`config.mk`:
```
export PLATFORM = sky130hd
export DESIGN_NAME = tpc_back
export DESIGN_NICKNAME = d
export VERILOG_FILES = /design/src/tpc_pkg.sv /design/src/tpc_back.sv
export SDC_FILE = /design/constraint.sdc
export NUM_CORES = 2
export LEC_CHECK = 0
export ABC_AREA = 1
export BUFFER_PORTS_ARGS = -buffer_cell sky130_fd_sc_hd__buf_2
export CORE_MARGIN = 5
export CORE_UTILIZATION = 45
export CTS_CLUSTER_DIAMETER = 120
export DETAILED_ROUTE_END_ITERATION = 10
export PLACE_DENSITY_LB_ADDON = 0.15
export SLEW_MARGIN = 20
export SYNTH_ARGS = -nofsm -noshare
export SYNTH_HDL_FRONTEND = slang
export SYNTH_SLANG_ARGS = --single-unit
```
`constraint.sdc`:
```
create_clock -name clk -period 10.82 [get_ports clk]
set_input_delay 1.623 -clock clk [delete_from_list [all_inputs] [get_ports clk]]
set_output_delay 1.623 -clock clk [all_outputs]
set_load 0.01 [all_outputs]
```
`src/tpc_pkg.sv`:
```
// Shared types, constants and helpers for the temperature/pressure compensation core.
package tpc_pkg;

	localparam logic [31:0] OFS_FINE  = 32'd64000;
	localparam logic [31:0] OFS_PRESS = 32'd1048576;
	localparam logic [31:0] SCALE_P   = 32'd3125;
	localparam logic [31:0] OFS_P1    = 32'd32768;
	localparam logic [31:0] RND_TEMP  = 32'd128;
	localparam int          DIV_BITS  = 32;

	localparam logic [2:0] REG_TEMP_CAL   = 3'd0;
	localparam logic [2:0] REG_PRESS_LOW  = 3'd1;
	localparam logic [2:0] REG_PRESS_HIGH = 3'd2;
	localparam logic [2:0] REG_PRESS_LAST = 3'd3;

	typedef struct packed {
		logic [15:0] t1, t2, t3;
		logic [15:0] p1, p2, p3, p4, p5, p6, p7, p8, p9;
	} cal_t;

	// Words that ride alongside the divider.
	typedef struct packed {
		logic [31:0] temp;
		logic        zero;
		logic        sel;
	} side_t;

	typedef struct packed {
		logic [31:0] den;
		logic [31:0] num;
		side_t       side;
	} front_t;

	function automatic logic [31:0] sx16(input logic [15:0] v);
		return {{16{v[15]}}, v};
	endfunction

endpackage

```
`src/tpc_back.sv`:
```
// Final pressure correction with P7..P9 and the output register.
module tpc_back (
	input  logic           clk,
	input  logic           arst_n,
	input  logic           adv,
	input  logic           in_valid,
	input  logic [31:0]    quo,
	input  tpc_pkg::side_t side,
	input  tpc_pkg::cal_t  cal,
	output logic           out_valid,
	output logic [31:0]    temperature_centi,
	output logic [31:0]    pressure_pa,
	output logic           divisor_zero
);
	import tpc_pkg::*;

	logic [1:0]  v_q;
	logic        v_s3;
	logic [31:0] ss_s1, m8_s1, q_s1, a3_s2, b3_s2, q_s2, t_s1, t_s2;
	logic        z_s1, z_s2;
	logic [31:0] sh3, corr;

	assign sh3  = quo >> 3;
	assign corr = $unsigned($signed(a3_s2) >>> 12) + b3_s2 + sx16(cal.p7);

	always_ff @(posedge clk or negedge arst_n) begin
		if (!arst_n) begin
			v_q  <= '0;
			v_s3 <= 1'b0;
		end else if (adv) begin
			v_q  <= {v_q[0], in_valid};
			v_s3 <= v_q[1];
		end
	end

	always_ff @(posedge clk) begin
		if (adv) begin
			ss_s1 <= sh3 * sh3;
			m8_s1 <= (quo >> 2) * sx16(cal.p8);
			q_s1  <= quo;
			t_s1  <= side.temp;
			z_s1  <= side.zero;

			a3_s2 <= sx16(cal.p9) * (ss_s1 >> 13);
			b3_s2 <= $unsigned($signed(m8_s1) >>> 13);
			q_s2  <= q_s1;
			t_s2  <= t_s1;
			z_s2  <= z_s1;

			temperature_centi <= t_s2;
			pressure_pa       <= z_s2 ? '0 : q_s2 + $unsigned($signed(corr) >>> 4);
			divisor_zero      <= z_s2;
		end
	end

	assign out_valid = v_s3;

endmodule

```
==> results.yml <==
outcome:
  outcome: "complete, no violations"
clocking:
  postCtsHoldBufs: 0
  cts_setup_buffers: 0
  clock-sinks: 275
  cts_buffers: 30
  cts_tree: "done"
  clock_path_buffers: 3
  htree_levels: 1
  root_buffer: "clkbuf_16"
  clk_pin_slew_ns: 0.06
  clk_latency_ns: 0.59
  cts_resized: 0
placement:
  io_buffers: 182
  dp.cells: 7034
  gp_congestion: 0.909
  hpwl_mm: 101
logic_synthesis:
  yosys_warnings: 0
  synth.cell_area_sq_um: 48200
  ys_seq_elements: 275
  syn_nets: 7153
  postSynthAreaPerCell_sq_um: 8.60
  synthCells: 5603
  ys_seq_area_frac: 0.171
  yosysUniqueCellTypes: 51
sta:
  finalHoldViolCount: 0
  whs_ns: 0.401
  slew_headroom: 0.290
  fin_skew_ns: 0.0507
  worst_pin_slew_ns: 1.07
  rsz0062_at_grt: "false"
  setup_tns_ns: 0
  setup_violations: 0
  slew_viol_final: 0
  fin_crit_ns: 8.19
  fmax_mhz: 122
  fin_crit_sh: 0.757
worst_setup_path:
  startpoint_type: "input pin"
  r2r_start: "ss_s1[18]$_DFFE_PP_"
  crit_chain: "buf_2 > buf_4 > nand2_1 > fa_1 > inv_1 > fa_1 > fa_1 > inv_1 > fa_1 > fa_1 > inv_1 > fa_1 > fa_1 > inv_1 > fa_1 > inv_1 > ha_1 > nand2_1 > nor3_1 > a21oi_1 > nand2_1 > a21oi_1 > nand3_1 > nand2_1"
  startpoint: "quo[21]"
  critPathMaxStageDelay_ns: 0.58
  critPathSlowestCell: "fa_1"
  end_kind: "flop"
  path_class: "input pin to flop"
  cp.arrival_ns: 8.48
  path_common_cell: "fa_1"
  cp_max_fo: 13
  required_ns: 11.11
drt:
  vias_per_cell: 4.87
  routedWlPerCell_um: 17.7
  drtAntennaViolNets: 0
  drc: 0
  vias: 34600
  drt-total-wl_mm: 126
  first_pass_iters: 5
  dr.first_iter.drc_count: 2076
global_routing:
  grt_pass1_wl_mm: 201
  grt_pass1_vias: 36600
  grt_max_degree: 148
  grt_usage: 0.227
  antenna_found_initial: 11
  grt.overflow.total: 0
run:
  maxCapViolCount: 0
floorplan:
  die_area_sq_um: 114000
  start_util: 0.451
  core_area_sq_um: 107000
  die_w_um: 337
  ios: 328
  rows: 120
  die_h_um: 337
finish:
  nNetsFinal: 7213
  syn_to_final_growth_pct: 6.74
  drive_gt1_frac: 0.0547
  final_cells: 7095
  filler_cell_count: 10400
min_path:
  hold_class: "flop to flop"
  worstHoldStart: "q_s1[6]$_DFFE_PP_"
## routing by layer
| metal | wire [um] | part of all wire | track usage |
|---|---|---|---|
| met4 | 2790 | 0.022 | 0.0452 |
| met2 | 58400 | 0.47 | 0.377 |
| met3 | 8710 | 0.069 | 0.0311 |
| met1 | 55700 | 0.44 | 0.322 |
| met5 | 0 | 0 | 0 |
## per-stage QoR
step	worst slack (ns)	area, sq um	util
after floorplan	2.87	48200	-
after global placement	2.11	50400	0.472
after detailed placement	2.09	50400	0.472
after CTS	2.67	51400	0.482
after global routing	2.35	51400	0.482
final	2.63	51400	0.482
## worst max-delay path, delay by kind of cell
| kind | cells | cell delay, ns |
|---|---|---|
| compound gates | 2 | 0.21 |
| buf+inv | 7 | 1.15 |
| simple gates | 6 | 0.91 |
| fa+ha+maj | 9 | 4.52 |
## state kept, by name, indices dropped and copies added, names as in the netlist
register,cells
pressure_pa,32
q_s2,32
t_s1,32
t_s2,32
temperature_centi,32
q_s1,31
a3_s2,20
ss_s1,20
b3_s2,19
m8_s1,19
v_q,2
divisor_zero,1
out_valid,1
z_s1,1
z_s2,1
## layout make-up
type | count | area [sq um] | share of cell area
Antenna cell | 5 | 12.5 | 0.000243
Clock buffer | 37 | 797 | 0.0155
Clock inverter | 19 | 235 | 0.00457
Inverter | 1724 | 6470 | 0.126
Multi-Input combinational cell | 3409 | 32700 | 0.635
Sequential cell | 275 | 8240 | 0.160
Tap cell | 1403 | 1760 | 0.0341
Timing Repair Buffer | 223 | 1230 | 0.0239
## cell usage after synthesis, drive strengths merged
library cell,count,area share
inv,1724,0.13
nand2,1291,0.10
fa,922,0.38
ha,366,0.095
edfxtp,272,0.17
a21oi,192,0.020
nor2,165,0.013
clkbuf,129,0.010
o21ai,90,0.0096
nand3,84,0.0087
xor2,81,0.015
buf,66,0.0061
xnor2,39,0.0072
nand4,25,0.0032
nor3,24,0.0026
a21o,20,0.0031
o21bai,20,0.0033
or2,20,0.0026
o21a,15,0.0023
a31oi,13,0.0018
nor4,7,0.0010
o211ai,7,0.0011
a21boi,5,0.00078
o221ai,4,0.00073
a211oi,3,0.00047
a221oi,3,0.00055
dfrtp,3,0.0016
nand3b,3,0.00047
o31ai,3,0.00057
a31o,1,0.00018
mux2,1,0.00023
nand2b,1,0.00013
nor3b,1,0.00026
o2111ai,1,0.00018
o221a,1,0.00023
o311ai,1,0.00018
## cell usage in the layout, fill, tap and decap left out, types with 5 or more instances in the layout
cell type	netlist	final
nor4_1	6	6
diode_2	0	5
clkbuf_16	0	30
a21oi_1	192	192
o21bai_1	18	18
a21o_1	20	20
xor2_1	81	81
nand3_1	84	84
nand4_1	25	25
clkinv_2	0	5
o21ai_0	83	83
nor3_1	23	23
nor2_1	165	165
clkbuf_1	127	5
buf_4	3	41
nand2_2	5	5
a31oi_1	12	12
ha_1	366	366
inv_1	1723	1723
xnor2_1	38	38
o21a_1	15	15
or2_2	18	18
edfxtp_1	272	272
a21boi_0	5	5
buf_2	22	181
fa_1	922	922
o211ai_1	7	7
nand2_1	1286	1286
## cell families (layout without fill, tap and decap cells)
logic type / after synthesis / in the layout / share of synthesized area
adder cells (fa/ha/maj): 1288 / 1288 / 0.478
AND/OR/NAND/NOR: 1621 / 1621 / 0.133
AO/OA/AOI/OAI: 379 / 379 / 0.0450
multiplexers: 1 / 1 / 0.000234
buffers and inverters: 1919 / 2003 / 0.151
other: 0 / 5 / 0
XOR/XNOR: 120 / 120 / 0.0220
flip-flops: 275 / 275 / 0.171
## worst paths after layout
| path | depth (start not counted) | end | slack, ns |
|---|---|---|---|
| max in group asynchronous | 1 | v_q[0]$_DFFE_PN0P_ | 9.90 |
| min in group asynchronous | 1 | out_valid$_DFFE_PN0P_ | 0.81 |
| max reg2reg | 24 | a3_s2[31]$_DFFE_PP_ | 4.55 |
| min | 0 | q_s2[6]$_DFFE_PP_ | 0.40 |
| max | 24 | ss_s1[31]$_DFFE_PP_ | 2.63 |
| min reg2reg | 0 | q_s2[6]$_DFFE_PP_ | 0.40 |
Power is not shown: default switching activity piles up to over one toggle a cycle in this logic, so the estimate is an artifact.
